## src/hdl/brc_pkg.sv

```systemverilog
// Package for the banker's request checker: constants, payload structs, command types.
// No dependencies.
package brc_pkg;
   localparam int MAX_PROCS_DEF = 8;
   localparam int MAX_RES_DEF   = 4;
   localparam int UNIT_BITS_DEF = 8;

   localparam logic [2:0] MODE_SET_MAX   = 3'd0;
   localparam logic [2:0] MODE_SET_ALLOC = 3'd1;
   localparam logic [2:0] MODE_SET_AVAIL = 3'd2;
   localparam logic [2:0] MODE_SET_REQ   = 3'd3;
   localparam logic [2:0] MODE_EVAL      = 3'd4;

   localparam logic [2:0] ST_GRANTED = 3'd0;
   localparam logic [2:0] ST_EXCEEDS = 3'd1;
   localparam logic [2:0] ST_WAIT    = 3'd2;
   localparam logic [2:0] ST_UNSAFE  = 3'd3;
   localparam logic [2:0] ST_BADPROC = 3'd4;

   localparam logic CSR_PROC_COUNT = 1'b0;
   localparam logic CSR_RES_COUNT  = 1'b1;

   typedef struct packed {
      logic [2:0] mode;
      logic [2:0] proc_index;
      logic [1:0] res_index;
      logic [7:0] amount;
   } req_type;

   typedef struct packed {
      logic [2:0] status;
      logic [2:0] seq_proc;
      logic       last;
   } rsp_type;

   // controller -> datapath
   typedef struct packed {
      logic load;       // apply set item
      logic eval_chk;   // compute checks for the held item
      logic commit;     // tentative grant, init work
      logic visit;      // evaluate process at scan pointer
      logic rollback;
      logic pass_start;
   } cmd_type;

   // datapath -> controller
   typedef struct packed {
      logic bad_proc;
      logic exceeds;
      logic must_wait;
      logic fits;
      logic last_proc;
      logic all_done;
      logic progress;
   } stat_type;
endpackage

```

## src/hdl/brc_datapath.sv

```systemverilog
// Datapath: tables, work units, finished flags, scan pointer and sequence store.
// Depends on brc_pkg.
module brc_datapath #(
   parameter int MAX_PROCS = brc_pkg::MAX_PROCS_DEF,
   parameter int MAX_RES   = brc_pkg::MAX_RES_DEF,
   parameter int UNIT_BITS = brc_pkg::UNIT_BITS_DEF
) (
   input  logic              clock,
   input  logic              reset,
   input  brc_pkg::req_type  item,
   input  brc_pkg::cmd_type  cmd,
   input  logic [3:0]        proc_count,
   input  logic [2:0]        res_count,
   input  logic [$clog2(MAX_PROCS)-1:0] rd_idx,
   output logic [2:0]        rd_proc,
   output logic [$clog2(MAX_PROCS+1)-1:0] n_used,
   output brc_pkg::stat_type stat
);
   import brc_pkg::*;
   localparam int PB = $clog2(MAX_PROCS);
   localparam int RB = (MAX_RES > 1) ? $clog2(MAX_RES) : 1;
   localparam int WB = UNIT_BITS + $clog2(MAX_PROCS) + 1;
   localparam int NB = $clog2(MAX_PROCS+1);
   localparam int MB = $clog2(MAX_RES+1);

   logic [UNIT_BITS-1:0] max_ff   [MAX_PROCS][MAX_RES];
   logic [UNIT_BITS-1:0] alloc_ff [MAX_PROCS][MAX_RES];
   logic [UNIT_BITS-1:0] avail_ff [MAX_RES];
   logic [UNIT_BITS-1:0] reqv_ff  [MAX_RES];
   logic [WB-1:0]        work_ff  [MAX_RES];
   logic [MAX_PROCS-1:0] fin_ff;
   logic [PB-1:0]        ptr_ff;
   logic [NB-1:0]        done_ff;
   logic                 prog_ff;
   logic [PB-1:0]        seq_ff [MAX_PROCS];
   logic                 bad_ff, exc_ff, wait_ff;

   logic [NB-1:0] n;
   logic [MB-1:0] m;
   logic [PB-1:0] ep;
   logic [RB-1:0] ri;
   logic fits;

   always_comb begin
      if (proc_count == 4'd0) n = NB'(1);
      else if (32'(proc_count) > MAX_PROCS) n = NB'(MAX_PROCS);
      else n = NB'(proc_count);
      if (res_count == 3'd0) m = MB'(1);
      else if (32'(res_count) > MAX_RES) m = MB'(MAX_RES);
      else m = MB'(res_count);
   end
   assign n_used = n;
   assign ep = PB'(item.proc_index);
   assign ri = RB'(item.res_index);

   always_comb begin
      fits = 1'b1;
      for (int j = 0; j < MAX_RES; j++)
         if (j < 32'(m) && (WB+1)'(max_ff[ptr_ff][j]) >
             (WB+1)'(alloc_ff[ptr_ff][j]) + (WB+1)'(work_ff[j]))
            fits = 1'b0;
   end

   always_ff @(posedge clock) begin
      if (cmd.load) begin
         if (32'(item.res_index) < MAX_RES) begin
            case (item.mode)
               MODE_SET_MAX:   if (32'(item.proc_index) < MAX_PROCS)
                                  max_ff[ep][ri] <= UNIT_BITS'(item.amount);
               MODE_SET_ALLOC: if (32'(item.proc_index) < MAX_PROCS)
                                  alloc_ff[ep][ri] <= UNIT_BITS'(item.amount);
               MODE_SET_AVAIL: avail_ff[ri] <= UNIT_BITS'(item.amount);
               MODE_SET_REQ:   reqv_ff[ri] <= UNIT_BITS'(item.amount);
               default: ;
            endcase
         end
      end
      if (cmd.eval_chk) begin
         bad_ff  <= {1'b0, item.proc_index} >= 4'(n);
         exc_ff  <= 1'b0;
         wait_ff <= 1'b0;
         for (int j = 0; j < MAX_RES; j++) begin
            if (j < 32'(m)) begin
               if ((UNIT_BITS+1)'(max_ff[ep][j]) <
                   (UNIT_BITS+1)'(alloc_ff[ep][j]) + (UNIT_BITS+1)'(reqv_ff[j]))
                  exc_ff <= 1'b1;
               if (avail_ff[j] < reqv_ff[j]) wait_ff <= 1'b1;
            end
         end
      end
      if (cmd.commit) begin
         for (int j = 0; j < MAX_RES; j++) begin
            if (j < 32'(m)) begin
               avail_ff[j] <= avail_ff[j] - reqv_ff[j];
               alloc_ff[ep][j] <= alloc_ff[ep][j] + reqv_ff[j];
               work_ff[j] <= WB'(avail_ff[j] - reqv_ff[j]);
            end
         end
      end
      if (cmd.rollback) begin
         for (int j = 0; j < MAX_RES; j++) begin
            if (j < 32'(m)) begin
               avail_ff[j] <= avail_ff[j] + reqv_ff[j];
               alloc_ff[ep][j] <= alloc_ff[ep][j] - reqv_ff[j];
            end
         end
      end
      if (cmd.visit && !fin_ff[ptr_ff] && fits) begin
         for (int j = 0; j < MAX_RES; j++)
            if (j < 32'(m)) work_ff[j] <= work_ff[j] + WB'(alloc_ff[ptr_ff][j]);
         seq_ff[done_ff[PB-1:0]] <= ptr_ff;
      end
   end

   always_ff @(posedge clock) begin
      if (reset) begin
         fin_ff  <= '0;
         ptr_ff  <= '0;
         done_ff <= '0;
         prog_ff <= 1'b0;
      end else begin
         if (cmd.commit) begin
            fin_ff  <= '0;
            ptr_ff  <= '0;
            done_ff <= '0;
            prog_ff <= 1'b0;
         end
         if (cmd.pass_start) prog_ff <= 1'b0;
         if (cmd.visit) begin
            if (!fin_ff[ptr_ff] && fits) begin
               fin_ff[ptr_ff] <= 1'b1;
               done_ff <= done_ff + NB'(1);
               prog_ff <= 1'b1;
            end
            if (NB'(ptr_ff) + NB'(1) >= n) ptr_ff <= '0;
            else ptr_ff <= ptr_ff + PB'(1);
         end
      end
   end

   assign rd_proc = 3'(seq_ff[rd_idx]);
   assign stat.bad_proc  = bad_ff;
   assign stat.exceeds   = exc_ff;
   assign stat.must_wait = wait_ff;
   assign stat.fits      = !fin_ff[ptr_ff] && fits;
   assign stat.last_proc = NB'(ptr_ff) + NB'(1) >= n;
   assign stat.all_done  = done_ff == n;
   assign stat.progress  = prog_ff;
endmodule

```

## config.mk

```make
export PLATFORM = sky130hd
export DESIGN_NAME = brc_datapath
export DESIGN_NICKNAME = d
export VERILOG_FILES = /design/src/hdl/brc_pkg.sv /design/src/hdl/brc_datapath.sv
export SDC_FILE = /design/constraint.sdc
export NUM_CORES = 1
export LEC_CHECK = 0
export BUFFER_PORTS_ARGS = -buffer_cell sky130_fd_sc_hd__buf_2
export CAP_MARGIN = 20
export CORE_MARGIN = 4
export CORE_UTILIZATION = 50
export CTS_CLUSTER_SIZE = 30
export DETAILED_ROUTE_END_ITERATION = 16
export PLACE_DENSITY = 0.66
export SLEW_MARGIN = 20
export SYNTH_ARGS = -nofsm -noshare
export SYNTH_HDL_FRONTEND = slang
export SYNTH_SLANG_ARGS = --single-unit
```

## constraint.sdc

```tcl
create_clock -name clock -period 6.65 [get_ports clock]
set_input_delay 1.33 -clock clock [delete_from_list [all_inputs] [get_ports clock]]
set_output_delay 1.33 -clock clock [all_outputs]
set_load 0.01 [all_outputs]
```

==> results of run 1 <==
worst max-delay path: stages (launching register included):
cell      delay (ns)
dfxtp_4         0.37
buf_8           0.17
buf_8           0.18
mux4_2          0.50
mux2_2          0.29
ha_1            0.37
a21o_1          0.22
a22oi_2         0.24
nor2b_2         0.21
xor2_1          0.22
ha_1            0.28
and3_1          0.18
and3_1          0.20
a41oi_1         0.19
a21boi_2        0.19
nand4_1         0.10
buf_4           0.19
nand4_1         0.16
nor2_2          0.06
buf_2           0.15
power by group through the flow:
stage	sequential [uW]	clock [uW]	combinational, uW
after CTS	5100	4360	2940
after detailed placement	5190	0	2910
after global routing	5120	4550	3320
after floorplan	5130	0	2060
after global placement	5180	0	2810
final	5100	4320	3040
cell families (layout without fill, tap and decap cells):
logic type               after synthesis  in the layout  share of synthesized area (%)
adder cells (fa/ha/maj)              249            249                           8.81
other                                  0              3                              0
AND/OR/NAND/NOR                      538            538                           7.05
AO/OA/AOI/OAI                        770            770                           13.6
flip-flops                           670            670                           53.8
multiplexers                         232            232                           11.0
XOR/XNOR                             114            114                           2.69
buffers and inverters                291            432                           3.01
flip-flops by register name, summed over array words and instances (netlist names), named ones only:
| name | cells |
|---|---|
| alloc_ff | 256 |
| avail_ff | 32 |
| bad_ff | 1 |
| done_ff | 4 |
| exc_ff | 1 |
| fin_ff | 8 |
| max_ff | 256 |
| prog_ff | 1 |
| ptr_ff | 3 |
| reqv_ff | 32 |
| seq_ff | 24 |
| wait_ff | 1 |
| work_ff | 48 |
timing repair:
action	in CTS	in global routing
setup buffers	5	6
pin swaps	1	4
setup endpoints to repair	1	1
resized for setup	2	23
Yosys cell counts (6+ instances only):
cell type and number:
ha_1 229, and3_1 13, o21ai_0 105, a22oi_1 131, edfxtp_1 651, or3_1 6, o21a_1 11, mux2_2 64
nor3b_1 6, o41ai_1 7, a31oi_1 15, mux4_2 135, nor2_1 177, dfxtp_1 19, o22ai_1 129, and4_1 6
buf_1 25, a21oi_1 166, o22a_1 6, a21o_1 39, a221oi_1 8, clkbuf_1 117, a22o_1 13, nand2b_1 30
and2_1 6, o221ai_1 6, nand3_1 23, a21boi_0 12, nand4_1 33, nor4_1 30, nand2_1 123, nor2b_1 34
xor2_1 44, xnor2_1 70, o211ai_1 16, mux2i_1 33, inv_1 140, nor3_1 28, o31ai_1 10, a211oi_1 24
fa_1 20, o21bai_1 30
area by class of cell:
| type | instances | area share (%) |
|---|---|---|
| Antenna cell | 3 | 0.0181 |
| Sequential cell | 670 | 48.0 |
| Inverter | 142 | 1.28 |
| Multi-Input combinational cell | 1903 | 38.8 |
| Clock inverter | 46 | 1.23 |
| Clock buffer | 89 | 4.88 |
| Tap cell | 959 | 2.89 |
| Timing Repair Buffer | 155 | 2.82 |
metrics by stage:
stage	power [uW]	setup TNS [ns]	instance area (um2)	cells	worst slack [ns]
finish	12500	0	41500	3967	0.215
detailed placement	8100	0	38800	3817	0.332
floorplan	7190	0	37100	2864	0.630
global route	13000	-0.00530	41500	3965	-0.00530
CTS	12400	0	41300	3957	0.0165
global placement	7990	0	38800	3817	0.425
metal layers:
layer / global-route usage [%] / vias up
met2: 45.9 / 1603
met3: 5.82 / 246
met1: 38.8 / 13100
met4: 10.1 / 2
met5: 0 / -
li1: - / 11400
worst max path at each step:
stage / to / slack, ns / cells past startpoint
4_1_cts: stat[3] / 0.02 / 17
3_5_place_dp: seq_ff[0][2] / 0.33 / 19
2_1_floorplan: stat[3] / 0.63 / 18
3_3_place_gp: stat[3] / 0.43 / 17
5_1_grt: stat[3] / -0.005 / 19
6_report: stat[3] / 0.22 / 19
==> metrics.txt, run 1 <==
Area Growth Syn to Fin=12.0%; Vert. Die Dim=280 um; total CTS buffers=74; Slew @ Worst Pin=1.13 ns; status=completed; post-route ant nets=0; hold wc startpoint=fin_ff[3]; Syn Nets=3147; crit share post-route=96.8%; Leak Pwr=0.0147 uW; Core Box Area=73200 um2; FFs w/ async S/R, synth=0%; commonest non-fill, non-tap cell in the layout=edfxtp_1; Storage cell area=19900 um2; NetSw=3700 uW; largest net degree at the start of global routing=57; Post-synth top flop=edfxtp_1; Initial Utilization=50.6%; Synth Register Bits=670; share of cells above drive strength 1=16.8%; crit path launch type=flop; first-pass GRT wire length=167 mm; FMAX=155 MHz; area share of the largest cell type after synthesis=52.7%; reg2reg end=seq_ff[0][2]; crit path kind=reg -> out; DRT Pass-1 Iters=6; Internal Power=8770 uW; max layer used=met5; Seq/Total Area, Yosys=53.8%; Cell Area, Synth=37100 um2; Clock Latency Late Sink=0.63 ns; hold endpoint=fin_ff[3]; Hold WS=0.454 ns; vias=26400; final core occ=56.7%; pwr dens=300 nW/um2; Min-Delay Path Depth=2; Post-synth EDFFs=651; FP Rows=99; number of global-route vias before repair=26200; Flop pwr share=40.9%; # setup viols final=0; # hold bufs at CTS=0; Synth area leader=edfxtp_1; routed length on met2=53.2 mm; Combinational Power Share=24.4%; Vias/cell=6.66; min Tclk post-route=6.43 ns; total grt overflow=0; DRT Wirelength=114 mm; multi-input logic area=16100 um2; WL met3=11.4 mm; HP Class=reg -> reg; Setup Skew=0.0235 ns; Netlist cell types=75; top cells by area, synth=edfxtp_1 53%, mux4_2 8.2%, ha_1 7.7%, a22oi_1 2.7%, a21oi_1 2.2%; Port Buf Inserts=47; clock power share=34.7%; final net count=3229; htree depth=3; initial antenna violation count=4; Synth Area per Inst=12.9 um2; Max-Slew Margin vs Limit=24.1%; HPWL after detailed placement=78.4 mm; maximum VDD drop=0.000194 V; commonest cells after routing, fill and taps aside=651 x edfxtp_1, 229 x ha_1, 174 x nor2_1, 165 x a21oi_1, 140 x inv_1; full die area=78600 um2; WL/cell=28.7 um; CTS tree=done; Arr. time, crit path=5.10 ns; reg2reg setup slack=0.58 ns; deepest clock path buffer count=3; M1 WL=45.2 mm; Final Max Slew Viols=0; Worst Path Required=5.32 ns; overall routing resource usage=28.5%; synth warn=0; clk sinks=670; RePlAce Congestion=0.922; Net Sw Frac=29.7%; Iteration-0 DRC Markers=3230; Final Hold Vio Count=0; # DRC=0; CTS root buf=clkbuf_16; Mapped Cells=2864; filler cell count in the final layout=5794; Die X=280 um; worst-path maximum fanout=10; Critical Path End Type=output pin; clock transition at the registers of the reported paths=0.06 ns; Top Ports=48; R2R cell count=21; max_cap viols=0
No activity file was read; power rests on OpenSTA's default activity.
==> run 2: changes to the inputs <==
==> constraint.sdc (replaced) <==
create_clock -name clock -period 6.65 [get_ports clock]
set_input_delay 1.995 -clock clock [delete_from_list [all_inputs] [get_ports clock]]
set_output_delay 1.995 -clock clock [all_outputs]
set_load 0.01 [all_outputs]
==> run 2 against run 1 <==
The run now ends with setup timing left. Utilization is 1.2 points higher. Routed wire length up 0.88%. Fmax shrank 5.8%. Largest power group unchanged. Critical path depth rose by 1. Hold slack hardly changed. Total power up 1.1%. Via count up 1.9%. Critical endpoint unchanged. Global-route usage grew 0.30 points. Non-clock buffer count increased by 80. Final cell count increased by 1.9%. Clock-buffer cell count stayed put.
==> metrics.txt, run 2 (synthesized netlist as in run 1, its figures left out) <==
Initial Utilization=50.6%; commonest non-fill, non-tap cell in the layout=edfxtp_1; HP Class=reg -> reg; Setup Skew=0.0214 ns; Final Max Slew Viols=0; hold wc startpoint=fin_ff[3]; Core Box Area=73200 um2; RePlAce Congestion=0.913; crit share post-route=103%; Worst Path Required=4.66 ns; Min-Delay Path Depth=2; first-pass GRT wire length=169 mm; Placed Area=39200 um2; worst slack, placed=-0.105 ns; htree depth=3; routed length on met2=53.0 mm; Max-Slew Margin vs Limit=25.6%; final core occ=57.9%; # DRC=0; multi-input logic area=16500 um2; Final Hold Vio Count=0; Critical Path End Type=output pin; filler cell count in the final layout=5761; clock power share=32.3%; pwr dens=297 nW/um2; Die X=280 um; max layer used=met5; CTS tree=done; maximum VDD drop=0.000200 V; crit path launch type=flop; clock transition at the registers of the reported paths=0.06 ns; M1 WL=45.0 mm; full die area=78600 um2; vias=26900; clk sinks=670; Top Ports=48; Internal Power=8810 uW; CTS root buf=clkbuf_16; DRT Pass-1 Iters=6; deepest clock path buffer count=3; Arr. time, crit path=4.84 ns; total CTS buffers=74; Hold WS=0.455 ns; WL met3=12.5 mm; WL/cell=28.4 um; Combinational Power Share=27.2%; # hold bufs at CTS=0; max_cap viols=0; share of cells above drive strength 1=20.1%; FP Rows=99; hold endpoint=fin_ff[3]; Vert. Die Dim=280 um; Storage cell area=19900 um2; RSZ-0062 raised after global routing=true; crit path kind=reg -> out; Final Worst Setup Slack=-0.184 ns; # setup viols final=1; overall routing resource usage=28.8%; DRT Wirelength=115 mm; number of global-route vias before repair=26400; Flop pwr share=40.6%; Net Sw Frac=30.1%; FMAX=146 MHz; Area Growth Syn to Fin=14.3%; Clock Latency Late Sink=0.63 ns; final net count=3309; Leak Pwr=0.0151 uW; total grt overflow=0; HPWL after detailed placement=80.3 mm; initial antenna violation count=5; min Tclk post-route=6.83 ns; reg2reg setup slack=0.66 ns; reg2reg end=work_ff[0][45]; Vias/cell=6.65; worst-path maximum fanout=6; Slew @ Worst Pin=1.11 ns; commonest cells after routing, fill and taps aside=651 x edfxtp_1, 213 x ha_1, 172 x nor2_1, 166 x buf_4, 161 x a21oi_1; final instance area=42400 um2; Iteration-0 DRC Markers=3287; violations in the final reports=setup timing; largest net degree at the start of global routing=43; biggest regs=alloc_ff (256), max_ff (256), work_ff (48); Port Buf Inserts=47; post-route ant nets=0; R2R cell count=21; Design Power=12600 uW; status=complete, but fails checks; NetSw=3790 uW
[run 2: worst max-delay path by stage]
stage	from	to	slack (ns)
global placement	flop	stat[3]	0.007
CTS	flop	stat[3]	-0.18
floorplan	flop	stat[3]	0.006
detailed placement	flop	stat[3]	-0.10
global route	flop	stat[3]	-0.38
finish	flop	stat[3]	-0.18
[run 2: final cells by class]
type | count | share of cell area [%]
Antenna cell | 2 | 0.0118
Clock buffer | 89 | 4.50
Clock inverter | 43 | 1.07
Inverter | 142 | 1.26
Multi-Input combinational cell | 1903 | 38.9
Sequential cell | 670 | 47.0
Tap cell | 959 | 2.83
Timing Repair Buffer | 235 | 4.41
[run 2: power groups by stage]
stage               logic (uW)  registers (uW)  clock network, uW
detailed placement        2930            5190                  0
global route              3730            5130               4290
global placement          2860            5180                  0
floorplan                 2060            5130                  0
finish                    3420            5120               4070
CTS                       3230            5110               4100
[run 2: repair_timing]
action	CTS	global route
endpoints found under the hold margin	0	0
pin swaps	37	34
setup endpoints to repair	1	1
cloned	2	1
gates resized for setup	76	24
setup buffers	35	9
[run 2: worst max-delay path, cell delays in order, from the launching register on]
cell      delay [ns]
dfxtp_4         0.44
buf_12          0.15
mux4_2          0.49
mux2_4          0.30
ha_4            0.16
inv_2           0.05
fa_2            0.20
nor2b_1         0.05
o31a_1          0.31
o21ai_1         0.13
nand2b_1        0.10
xnor2_2         0.23
ha_4            0.25
and3_4          0.18
a41oi_2         0.17
o31ai_1         0.10
buf_4           0.17
or3_1           0.37
nand4_1         0.16
nor2_2          0.06
buf_2           0.14
[run 2: metal layers]
layer  global-route usage (%)  up-vias
met4                     9.51        6
met1                     39.6    13300
li1                         -    11600
met2                     45.9     1625
met3                     6.27      299
met5                        0        -
[run 2: stage by stage]
step / std cells / TNS (ns)
2_1_floorplan: 2864 / 0
3_3_place_gp: 3865 / 0
3_5_place_dp: 3865 / -0.133
4_1_cts: 4034 / -0.179
5_1_grt: 4041 / -0.377
6_report: 4043 / -0.184
